==> src/rtl/core/tcpl_pkg.sv <==
// tcpl_pkg: shared types and constants for the three-class priority list
// holds field widths, opcode, class and status codes and the sequencer state type
// no dependencies
`default_nettype none

package tcpl_pkg;

  // default sizing handed to the top level
  localparam int DEF_CAPACITY = 16;
  localparam int DEF_KEY_BITS = 16;

  // port field widths
  localparam int OPC_W  = 2;
  localparam int KEY_W  = 16;
  localparam int CLS_W  = 2;
  localparam int POS_W  = 4;
  localparam int STAT_W = 2;
  localparam int FREE_W = 5;
  localparam int CAP_W  = 5;

  localparam logic [CAP_W-1:0] CAP_RESET = 5'd16;

  // opcodes
  localparam logic [OPC_W-1:0] OP_INSERT = 2'd0;
  localparam logic [OPC_W-1:0] OP_DELETE = 2'd1;
  localparam logic [OPC_W-1:0] OP_READ   = 2'd2;

  // priority classes
  localparam logic [CLS_W-1:0] CLS_NONE   = 2'd0;
  localparam logic [CLS_W-1:0] CLS_URGENT = 2'd1;
  localparam logic [CLS_W-1:0] CLS_MID    = 2'd2;
  localparam logic [CLS_W-1:0] CLS_LOW    = 2'd3;

  // result status codes
  localparam logic [STAT_W-1:0] ST_OK       = 2'd0;
  localparam logic [STAT_W-1:0] ST_FULL     = 2'd1;
  localparam logic [STAT_W-1:0] ST_NOTFOUND = 2'd2;
  localparam logic [STAT_W-1:0] ST_EMPTY    = 2'd3;

  // sequencer states
  typedef enum logic [2:0] {
    S_IDLE,
    S_SEARCH,
    S_SHIFT_UP,
    S_SHIFT_DN,
    S_READ,
    S_READ_OUT,
    S_DONE
  } state_t;

endpackage

`default_nettype wire

==> src/rtl/core/three_class_priority_list.sv <==
// three_class_priority_list: ordered list of keyed entries in three urgency classes
// the list lives in one tcpl_ram (class and key per word); a sequencer scans and shifts it
// depends on tcpl_pkg and tcpl_ram
//
//  channel   | ports                                         | handshake
//  ----------+-----------------------------------------------+--------------------------
//  item in   | opcode entry_key priority_class read_position | start high and busy low
//  result    | status free_places read_key read_class        | done high for one cycle
//  config    | cfg_data                                      | cfg_write high
//
// work per item with n entries held: reads, rejected or empty items and least-urgent inserts
// need no scan; an urgent insert shifts up all n entries, a middle insert scans to the first
// least-urgent entry, then shifts up the rest, and a delete scans plus shifts down; one ram word
// moves per cycle through the single write port. busy is high from acceptance to done.
// synchronous active-high reset empties the list and sets capacity to 16; the ram
// needs no clearing. the receiver cannot stall: each result shows for one cycle.
`default_nettype none

module three_class_priority_list
  import tcpl_pkg::*;
#(
  parameter int CAPACITY = DEF_CAPACITY,
  parameter int KEY_BITS = DEF_KEY_BITS
) (
  input  wire logic              clk,
  input  wire logic              rst,
  input  wire logic              start,
  output logic                   busy,
  input  wire logic [OPC_W-1:0]  opcode,
  input  wire logic [KEY_W-1:0]  entry_key,
  input  wire logic [CLS_W-1:0]  priority_class,
  input  wire logic [POS_W-1:0]  read_position,
  output logic                   done,
  output logic [STAT_W-1:0]      status,
  output logic [FREE_W-1:0]      free_places,
  output logic [KEY_W-1:0]       read_key,
  output logic [CLS_W-1:0]       read_class,
  input  wire logic              cfg_write,
  input  wire logic [CAP_W-1:0]  cfg_data
);

  localparam int KW   = (KEY_BITS < KEY_W) ? KEY_BITS : KEY_W;
  localparam int WW   = KW + CLS_W;
  localparam int IW   = $clog2(CAPACITY);
  localparam int CW   = $clog2(CAPACITY + 1);
  localparam int CMPW = (CW > POS_W) ? CW : POS_W;
  localparam int LW   = (CW > CAP_W) ? CW : CAP_W;

  state_t state, state_next;

  logic [CW-1:0]     count;
  logic [CAP_W-1:0]  cap_reg;
  logic              is_del;
  logic [KW-1:0]     key_r;
  logic [CLS_W-1:0]  cls_r;
  logic [POS_W-1:0]  pos_r;
  logic [CW-1:0]     target;
  logic [CW-1:0]     issue;
  logic              chk_vld;
  logic [CW-1:0]     chk_idx;
  logic [STAT_W-1:0] res_status;
  logic [KW-1:0]     res_key;
  logic [CLS_W-1:0]  res_cls;

  // ram ports
  logic          ram_we;
  logic [IW-1:0] ram_wr_addr;
  logic [WW-1:0] ram_wr_data;
  logic          ram_rd_en;
  logic [IW-1:0] ram_rd_addr;
  logic [WW-1:0] ram_rd_data;

  tcpl_ram #(
    .WIDTH(WW),
    .DEPTH(CAPACITY)
  ) u_list_ram (
    .clk    (clk),
    .we     (ram_we),
    .wr_addr(ram_wr_addr),
    .wr_data(ram_wr_data),
    .rd_en  (ram_rd_en),
    .rd_addr(ram_rd_addr),
    .rd_data(ram_rd_data)
  );

  // effective capacity and free places
  logic [LW-1:0] lim;
  logic [LW-1:0] cnt_w;
  logic          full;
  logic          pos_ok;
  logic          match;
  logic          found;
  logic          scan_end;

  always_comb begin
    cnt_w = LW'(count);
    if (cap_reg == '0) begin
      lim = LW'(1);
    end else if (LW'(cap_reg) > LW'(CAPACITY)) begin
      lim = LW'(CAPACITY);
    end else begin
      lim = LW'(cap_reg);
    end
    full   = cnt_w >= lim;
    pos_ok = CMPW'(read_position) < CMPW'(count);
  end

  assign free_places = (lim > cnt_w) ? FREE_W'(lim - cnt_w) : '0;

  // scan compare on the word that just came out of the ram
  assign match    = is_del ? (ram_rd_data[KW-1:0] == key_r)
                           : (ram_rd_data[WW-1:KW] == CLS_LOW);
  assign found    = chk_vld && match;
  assign scan_end = !chk_vld && (issue >= count);

  // next state
  always_comb begin
    state_next = state;
    case (state)
      S_IDLE: begin
        if (start) begin
          case (opcode)
            OP_INSERT: begin
              if (priority_class == CLS_NONE || full) begin
                state_next = S_DONE;
              end else if (priority_class == CLS_MID && count != '0) begin
                state_next = S_SEARCH;
              end else begin
                state_next = S_SHIFT_UP;
              end
            end
            OP_DELETE: state_next = (count == '0) ? S_DONE : S_SEARCH;
            OP_READ:   state_next = pos_ok ? S_READ : S_DONE;
            default:   state_next = S_DONE;
          endcase
        end
      end
      S_SEARCH: begin
        if (found) begin
          state_next = is_del ? S_SHIFT_DN : S_SHIFT_UP;
        end else if (scan_end) begin
          state_next = is_del ? S_DONE : S_SHIFT_UP;
        end
      end
      S_SHIFT_UP: begin
        if (!chk_vld && issue == target) state_next = S_DONE;
      end
      S_SHIFT_DN: begin
        if (scan_end) state_next = S_DONE;
      end
      S_READ:     state_next = S_READ_OUT;
      S_READ_OUT: state_next = S_DONE;
      S_DONE:     state_next = S_IDLE;
      default:    state_next = S_IDLE;
    endcase
  end

  // ram control per state
  always_comb begin
    ram_rd_en   = 1'b0;
    ram_rd_addr = '0;
    ram_we      = 1'b0;
    ram_wr_addr = '0;
    ram_wr_data = '0;
    case (state)
      S_SEARCH: begin
        ram_rd_en   = issue < count;
        ram_rd_addr = IW'(issue);
      end
      S_SHIFT_UP: begin
        // move entry issue-1 up to issue, then drop the new item into the gap
        ram_rd_en   = issue > target;
        ram_rd_addr = IW'(issue - CW'(1));
        if (chk_vld) begin
          ram_we      = 1'b1;
          ram_wr_addr = IW'(chk_idx);
          ram_wr_data = ram_rd_data;
        end else if (issue == target) begin
          ram_we      = 1'b1;
          ram_wr_addr = IW'(target);
          ram_wr_data = {cls_r, key_r};
        end
      end
      S_SHIFT_DN: begin
        // move entry issue down to issue-1
        ram_rd_en   = issue < count;
        ram_rd_addr = IW'(issue);
        if (chk_vld) begin
          ram_we      = 1'b1;
          ram_wr_addr = IW'(chk_idx);
          ram_wr_data = ram_rd_data;
        end
      end
      S_READ: begin
        ram_rd_en   = 1'b1;
        ram_rd_addr = IW'(pos_r);
      end
      default: begin
        ram_rd_en = 1'b0;
      end
    endcase
  end

  // control registers
  always_ff @(posedge clk) begin
    if (rst) begin
      state   <= S_IDLE;
      count   <= '0;
      cap_reg <= CAP_RESET;
      chk_vld <= 1'b0;
    end else begin
      state <= state_next;
      if (cfg_write) cap_reg <= cfg_data;
      case (state)
        S_IDLE: begin
          chk_vld <= 1'b0;
        end
        S_SEARCH: begin
          if (found || scan_end) begin
            chk_vld <= 1'b0;
          end else begin
            chk_vld <= issue < count;
          end
        end
        S_SHIFT_UP: begin
          chk_vld <= issue > target;
          if (!chk_vld && issue == target) count <= count + CW'(1);
        end
        S_SHIFT_DN: begin
          chk_vld <= issue < count;
          if (scan_end) count <= count - CW'(1);
        end
        default: begin
          chk_vld <= 1'b0;
        end
      endcase
    end
  end

  // item and result registers
  always_ff @(posedge clk) begin
    case (state)
      S_IDLE: begin
        if (start) begin
          is_del     <= opcode == OP_DELETE;
          key_r      <= entry_key[KW-1:0];
          cls_r      <= priority_class;
          pos_r      <= read_position;
          target     <= (priority_class == CLS_URGENT) ? '0 : count;
          issue      <= (opcode == OP_INSERT && priority_class != CLS_MID) ? count : '0;
          res_key    <= '0;
          res_cls    <= CLS_NONE;
          res_status <= ST_OK;
          case (opcode)
            OP_INSERT: if (priority_class != CLS_NONE && full) res_status <= ST_FULL;
            OP_DELETE: if (count == '0) res_status <= ST_NOTFOUND;
            OP_READ:   if (!pos_ok) res_status <= ST_EMPTY;
            default:   res_status <= ST_OK;
          endcase
        end
      end
      S_SEARCH: begin
        chk_idx <= issue;
        if (found) begin
          target <= chk_idx;
          if (is_del) begin
            res_key <= ram_rd_data[KW-1:0];
            res_cls <= ram_rd_data[WW-1:KW];
            issue   <= chk_idx + CW'(1);
          end else begin
            issue <= count;
          end
        end else if (scan_end) begin
          target <= count;
          issue  <= count;
          if (is_del) res_status <= ST_NOTFOUND;
        end else if (issue < count) begin
          issue <= issue + CW'(1);
        end
      end
      S_SHIFT_UP: begin
        chk_idx <= issue;
        if (issue > target) issue <= issue - CW'(1);
      end
      S_SHIFT_DN: begin
        chk_idx <= issue - CW'(1);
        if (issue < count) issue <= issue + CW'(1);
      end
      S_READ_OUT: begin
        res_key <= ram_rd_data[KW-1:0];
        res_cls <= ram_rd_data[WW-1:KW];
      end
      default: begin
        chk_idx <= chk_idx;
      end
    endcase
  end

  // port drive
  assign busy       = state != S_IDLE;
  assign done       = state == S_DONE;
  assign status     = res_status;
  assign read_key   = KEY_W'(res_key);
  assign read_class = res_cls;

  // checks
  a_done_single: assert property (@(posedge clk) disable iff (rst)
    done |=> !done)
    else $error("result strobe held longer than one cycle");

  a_count_bound: assert property (@(posedge clk) disable iff (rst)
    CW'(CAPACITY) >= count)
    else $error("entry count beyond capacity");

  a_accept_busy: assert property (@(posedge clk) disable iff (rst)
    (start && !busy) |=> busy)
    else $error("accepted item did not raise busy");

  a_no_rw_clash: assert property (@(posedge clk) disable iff (rst)
    !(ram_we && ram_rd_en && ram_wr_addr == ram_rd_addr))
    else $error("ram read and write on the same entry in one cycle");

endmodule

`default_nettype wire

==> src/rtl/core/tcpl_ram.sv <==
// tcpl_ram: generic single-port-write, single-port-read ram
// one write and one registered read per cycle
// no dependencies
`default_nettype none

module tcpl_ram #(
  parameter int WIDTH = 18,
  parameter int DEPTH = 16
) (
  input  wire logic                     clk,
  input  wire logic                     we,
  input  wire logic [$clog2(DEPTH)-1:0] wr_addr,
  input  wire logic [WIDTH-1:0]         wr_data,
  input  wire logic                     rd_en,
  input  wire logic [$clog2(DEPTH)-1:0] rd_addr,
  output logic      [WIDTH-1:0]         rd_data
);

  logic [WIDTH-1:0] mem [DEPTH];

  // write port
  always_ff @(posedge clk) begin
    if (we) begin
      mem[wr_addr] <= wr_data;
    end
  end

  // registered read port
  always_ff @(posedge clk) begin
    if (rd_en) begin
      rd_data <= mem[rd_addr];
    end
  end

endmodule

`default_nettype wire

==> config.mk <==
export PLATFORM = sky130hd
export DESIGN_NAME = three_class_priority_list
export DESIGN_NICKNAME = d
export VERILOG_FILES = /design/src/rtl/core/tcpl_pkg.sv /design/src/rtl/core/three_class_priority_list.sv /design/src/rtl/core/tcpl_ram.sv
export SDC_FILE = /design/constraint.sdc
export NUM_CORES = 1
export LEC_CHECK = 0
export BUFFER_PORTS_ARGS = -buffer_cell sky130_fd_sc_hd__buf_2
export CAP_MARGIN = 10
export CORE_MARGIN = 8
export CORE_UTILIZATION = 45
export DETAILED_ROUTE_END_ITERATION = 10
export REMOVE_ABC_BUFFERS = 1
export SYNTH_ARGS = -nofsm -noshare
export SYNTH_HDL_FRONTEND = slang
export SYNTH_HIERARCHICAL = 1
export SYNTH_SLANG_ARGS = --single-unit
==> constraint.sdc <==
create_clock -name clk -period 5.1 [get_ports clk]
set_input_delay 1.02 -clock clk [delete_from_list [all_inputs] [get_ports clk]]
set_output_delay 1.02 -clock clk [all_outputs]
set_load 0.03 [all_outputs]
# Yosys cells after proc, flatten, opt, wreduce, memory -nomap -nowiden
# Memories as Yosys holds them, arrays and structs flattened. A register that Yosys moved wholly into a read port is not among the register bits.
# Cells that the tools add are included.
[totals] regBits=72 ramBits=288 output_inout_bits=27 word_cells=151 n_memories=1
[mem_list] name="u_list_ram.mem" depth=16 word_bits=18 rd=1 rd_clocked_by_memory_dff=1 wr=1 line="tcpl_ram.sv:19" text="logic [WIDTH-1:0] mem [DEPTH];"
[classes] add_sub_neg=6 magnitude_cmp=7 n_eq_ne=23 mux=69 reduce_logical=31
[ops] op="$mux 5" n=16
[ops] op="$mux 18" n=3
[ops] op="$mux 16" n=3
[ops] op="$pmux 16 s3" n=1
[ops] op="$pmux 18 s2" n=1
[ops] op="$pmux 5 s2" n=3
[ops] op="$mux 3" n=8
[ops] op="$mux 2" n=11
[ops] op="$pmux 5 s4" n=1
[ops] op="$ne 2x2->1 const B" n=9
[ops] op="$pmux 3 s6" n=1
[ops] op="$eq 16x16->1" n=1
[ops] op="$add 5x1->5 const B" n=3
[ops] op="$mux 4" n=3
[ops] op="$pmux 2 s3" n=2
[ops] op="$pmux 4 s3" n=1
[ops] op="$ge 5x5->1" n=2
[ops] op="$gt 5x5->1" n=2
[ops] op="$logic_not 5->1" n=2
[ops] op="$sub 5x1->5 const B" n=2
[ops] op="$eq 3x3->1 const B" n=3
[ops] op="$mux 1" n=9
[ops] op="$pmux 3 s3" n=1
[ops] op="$reduce_and 3->1" n=3
[ops] op="27 further kinds" n=45

# Longest topological paths before layout
[logic_depth] depth_word=9 mapped_depth=11 mapped_depth_nobuf=10

# Cells and area by module
# Netlist, hierarchy kept.
[by_module_without_submodules] module="tcpl_ram" n_inst=1 cells_each=482 area_per_inst_um2=11503.5 seq_area_each_um2=9188.8
[by_module_without_submodules] module="three_class_priority_list" n_inst=1 cells_each=441 area_per_inst_um2=4510.6 seq_area_each_um2=2021.9

# Worst setup path after synthesis
# No wires, ideal clock.
[synth_path] kind="register to register" startpoint="register issue[4]" endpoint="memory u_list_ram.mem[0][0], enable pin" setup_ns=0.416 arrival_ns=3.358 required_time_ns=4.684 setup_slack_ns=1.326 path_stages_with_launch=9 period_less_slack_ns=3.774 cell_sequence="edfxtp_1 ha_1 and4_1 nand2_1 nor3_1 clkbuf_1 a22o_1 or3b_2 nor3_1"
[synth_between] word_cells_on_any_way=9 cone_classes="eq/ne: 1; mux: 8"
[synth_lines] element="start, declared" line="three_class_priority_list.sv:58" text="logic [CW-1:0] issue;"
[synth_lines] element="start signal, assigned" line="three_class_priority_list.sv:250" text="issue <= (opcode == OP_INSERT && priority_class != CLS_MID) ? count : '0;"
[synth_lines] element="start signal, assigned" line="three_class_priority_list.sv:269" text="issue <= chk_idx + CW'(1);"
[synth_lines] element="start signal, assigned" line="three_class_priority_list.sv:271" text="issue <= count;"
[synth_lines] element="$eq 5x5->1" line="three_class_priority_list.sv:178" text="end else if (issue == target) begin"
[synth_lines] element="$mux 4" line="three_class_priority_list.sv:178"
[synth_lines] element="$mux 4" line="three_class_priority_list.sv:174" text="if (chk_vld) begin"
[synth_lines] element="$pmux 4 s2" line="three_class_priority_list.sv:165" text="case (state)"
[synth_lines] element="named net ram_wr_addr[2]" line="three_class_priority_list.sv:67" text="logic [IW-1:0] ram_wr_addr;"
[synth_lines] element="end, declared" line="tcpl_ram.sv:19"
# The timed path passes the listed nets, and every way through them passes these cells.

# Worst setup path after layout
[layout_path] startpoint="register count[1], in the netlist cnt_w[1]" endpoint="output port free_places[2]"
[layout_between] elab_chain_len=2 word_cells_on_any_way=3 cone_classes="add/sub: 1; order compare: 1; mux: 1"
[layout_lines] element="start, declared" line="three_class_priority_list.sv:51" text="logic [CW-1:0] count;"
[layout_lines] element="start signal, assigned" line="three_class_priority_list.sv:227" text="if (!chk_vld && issue == target) count <= count + CW'(1);"
[layout_lines] element="start signal, assigned" line="three_class_priority_list.sv:231" text="if (scan_end) count <= count - CW'(1);"
[layout_lines] element="$sub 5x5->5 / $gt 5x5->1 (equally long branches)" line="three_class_priority_list.sv:108" text="assign free_places = (lim > cnt_w) ? FREE_W'(lim - cnt_w) : '0;"
[layout_lines] element="$mux 5 (*)" line="three_class_priority_list.sv:108"
[layout_lines] element="end, declared" line="three_class_priority_list.sv:35" text="output logic [FREE_W-1:0] free_places,"
# Mark *: on every way between the ends. The rest lies on a longest branch, timed or not.

==> metrics.md <==
| Metric | Value |
|---|---|
| TNS Setup | 0 ps |
| Syn Area/Cell | 17.35 um^2 |
| Final period utilization | 75.40% |
| Cts bufs inserted | 41 |
| Hold Vio Cnt, Final | 0 |
| CTS Root Cell | clkbuf_16 |
| Worst path max stage delay | 620 ps |
| Global-route wire length before repair | 59.77 mm |
| Reg-to-reg critical path startpoint | state[1]$_SDFFE_PP0P_ |
| Post-route minimum period | 3846 ps |
| ANT nets after route | 0 |
| Synth Area in Adders | 2.125% |
| Finished Cell Area | 18340 um^2 |
| Startpoint types | flip-flop |
| Number of enable flip-flop cells after synthesis | 364 |
| Max Slew Vio Count | 0 |
| Gpl congestion | 0.9257 |
| DRC | 0 |
| Fmax | 260.0 MHz |
| Fin util | 51.93% |
| Max VDD drop | 0.4975 mV |
| CP arrival | 2830 ps |
| Distinct cells, synth | 65 |
| Slew margin rel. | 38.00% |
| Vias in the first global route | 8927 |
| Cell row count | 69 |
| Worst EP required | 4080 ps |
| Cts hold-fix bufs | 0 |
| Synth area leader | edfxtp_1 |
| Pwr/cell area | 561.5 nW/um^2 |
| CP bufs+invs | 2 |
| Status | finished, final reports clean |
| Pleak | 5.618 nW |
| Post-Synth Simple-Gate Area | 5.844% |
| Max reg flops | 288 |
| Placed insts | 1430 |
| Area contributors post-synth | edfxtp_1 (68%), mux4_2 (7.0%), mux4_1 (3.6%) |
| CTS resizes | 0 |
| Final WS setup | 1254 ps |
| Initial drt markers | 969 |
| CTS tree | done |
| Share of layout cells above drive strength 1 | 22.40% |
| Synthesized area | 16010 um^2 |
| Chip width | 204.6 um |
| Clock Skew | 10.91 ps |
| Xor/xnor share of the synthesized area | 2.024% |
| Place WS | 1453 ps |
| GRT overflow | 0 |
| Io pins | 60 |
| CTS Buffer Depth | 3 |
| Final Hold Slack | 501.6 ps |
| Post-synthesis mux area share | 11.33% |
| H-tree levels | 2 |
| Worst path top cell family by delay | compound AO/OA/AOI/OAI gates |
| Die ar. | 41880 um^2 |
| Final setup fails | 0 |
| Vias per cell | 5.993 |
| CP Class | flip-flop to output pin |
| CP max FO | 9 |
| WL final | 40.36 mm |
| Drt pass-1 iters | 5 |
| Slew @ Worst Pin | 926.5 ps |
| Category of the worst setup path capture point | output pin |
| Layout area overhead | 14.49% |
| Largest family of logic cells by synthesized area | multiplexers |
| I/O Buffers | 59 |
| Worst-path clk slew | 60 ps |
| Crit-path slowest cell | dfxtp_1 |
| Top reg by flops | u_list_ram/mem |
| Initial core utilization | 45.35% |
| Die Height | 204.6 um |
| RSZ-0062 raised after global routing | false |
| GRT Total Usage | 19.49% |
| Hold Path Class | flip-flop to flip-flop |
| Synthesis warning total | 6 |
| Largest regs | u_list_ram/mem: 288 flops, u_list_ram/rd_data: 18 flops |
| Hold Path Origin | cap_reg[0]$_SDFFE_PP0P_ |
| Core area | 35310 um^2 |
| Complex-gate fraction of the synthesized area | 6.790% |
| Largest net degree at the start of global routing | 73 |
| Synthesized instance count | 923 |
| # diodes | 0 |
| Top cell type's share of synthesized area | 68.26% |
| Via Count | 8995 |
| Post-DP Area | 17050 um^2 |
| # nets final | 1071 |
| CP cell instances | inv_1, ha_1, a21oi_1, o21ai_1, o21ai_1, nor2_1, buf_2 |
| Setup Fix Bufs, Post-CTS | 0 |
| Post-DR wirelength/cell | 26.89 um |
| DP Wirelength | 24.62 mm |
| Most used cell, CP | o21ai_1 |
| Share of async-settable or async-resettable flops after synthesis | 0% |
| Total Power | 10.29 mW |
| Synth Register Bits | 378 |
| Initial antenna violation count | 0 |
| Critical path origin | cnt_w[1]$_SDFFE_PP0P_ |
| Max-cap check violation count | 0 |
| Ys flop type | edfxtp_1 |
| Non-filler cells, final | 1501 |
| Clk_lat worst skew | 560 ps |
| Sink Count | 378 |
| Seq/Total Area, Yosys | 70.01% |
==> kinds of logic (layout without fill, tap and decap cells) <==
| kind of cell | count (synthesis) | count (layout) |
|---|---|---|
| AO/OA/AOI/OAI | 150 | 150 |
| AND/OR/NAND/NOR | 186 | 186 |
| flip-flops | 378 | 378 |
| multiplexers | 83 | 83 |
| XOR/XNOR | 37 | 37 |
| adder cells (fa/ha/maj) | 26 | 26 |
| buffers and inverters | 63 | 180 |
==> final timing paths <==
path | endpoint | cells past startpoint | slack (ps)
max reg2reg | u_list_ram/mem[6][8]$_DFFE_PP_ | 8 | 1360
min | cap_reg[0]$_SDFFE_PP0P_ | 2 | 500
min reg2reg | cap_reg[0]$_SDFFE_PP0P_ | 2 | 500
max | free_places[2] | 7 | 1250
==> power by group <==
| part | leakage [nW] | switching [mW] | internal (mW) |
|---|---|---|---|
| sequential | 3.04 | 0.312 | 3.85 |
| combinational | 1.96 | 2.03 | 1.24 |
| clock | 0.621 | 1.21 | 1.66 |
| total | 5.62 | 3.55 | 6.75 |
==> cell usage in the layout, fill, tap and decap left out, drive strengths merged, types with 3 or more instances in the layout <==
cell type	instances
buf	89
a21o	9
nand4	6
a211oi	4
clkinvlp	3
a21oi	31
clkbuf	49
o211ai	8
or3	3
nand2	41
bufinv	3
nor2b	13
xor2	9
o21ai	11
nor3	16
a22oi	37
dfxtp	14
ha	24
o32ai	3
and3	20
o21a	4
clkinv	17
or4	3
nor2	49
edfxtp	364
nand3	15
a211o	3
inv	19
mux2i	11
a22o	22
nand2b	8
and2	4
mux4	72
xnor2	28
==> final cells by class <==
| cell class | count | area [um^2] |
|---|---|---|
| Clock inverter | 22 | 207.7 |
| Fill cell | 2876 | 16980 |
| Timing Repair Buffer | 89 | 570.5 |
| Sequential cell | 378 | 11210 |
| Clock buffer | 49 | 1077 |
| Multi-Input combinational cell | 482 | 4617 |
| Inverter | 20 | 75.07 |
| Tap cell | 461 | 576.8 |
==> cell usage after synthesis, drive strengths merged, types with 3 or more instances <==
library cell and count:
edfxtp 364, mux4 72, nor2 49, nand2 41, a22oi 37, a21oi 31
xnor2 28, ha 24, buf 23, a22o 22, and3 20, clkbuf 20
inv 19, nor3 16, nand3 15, dfxtp 14, nor2b 13, mux2i 11
o21ai 11, a21o 9, xor2 9, nand2b 8, o211ai 8, nand4 6
a211oi 4, and2 4, o21a 4, a211o 3, o32ai 3, or3 3
or4 3
==> metal layers <==
layer  global-route usage, %  wire [um]  share of wire, %  up-vias
met5                       0          0                 0        -
met4                   6.480        951               2.4        0
met3                   3.115       2957               7.3       67
met2                   29.72      18360                45      361
met1                   28.28      18090                45     4647
li1                        -          -                 -     3920
==> tightest hold or removal path, delay by kind of cell (launching register included) <==
family,cells,cell delay (ps)
flip-flops,1,330
multiplexers,1,70
AND/OR/NAND/NOR,1,70
Power figures use the tool's default switching activity.
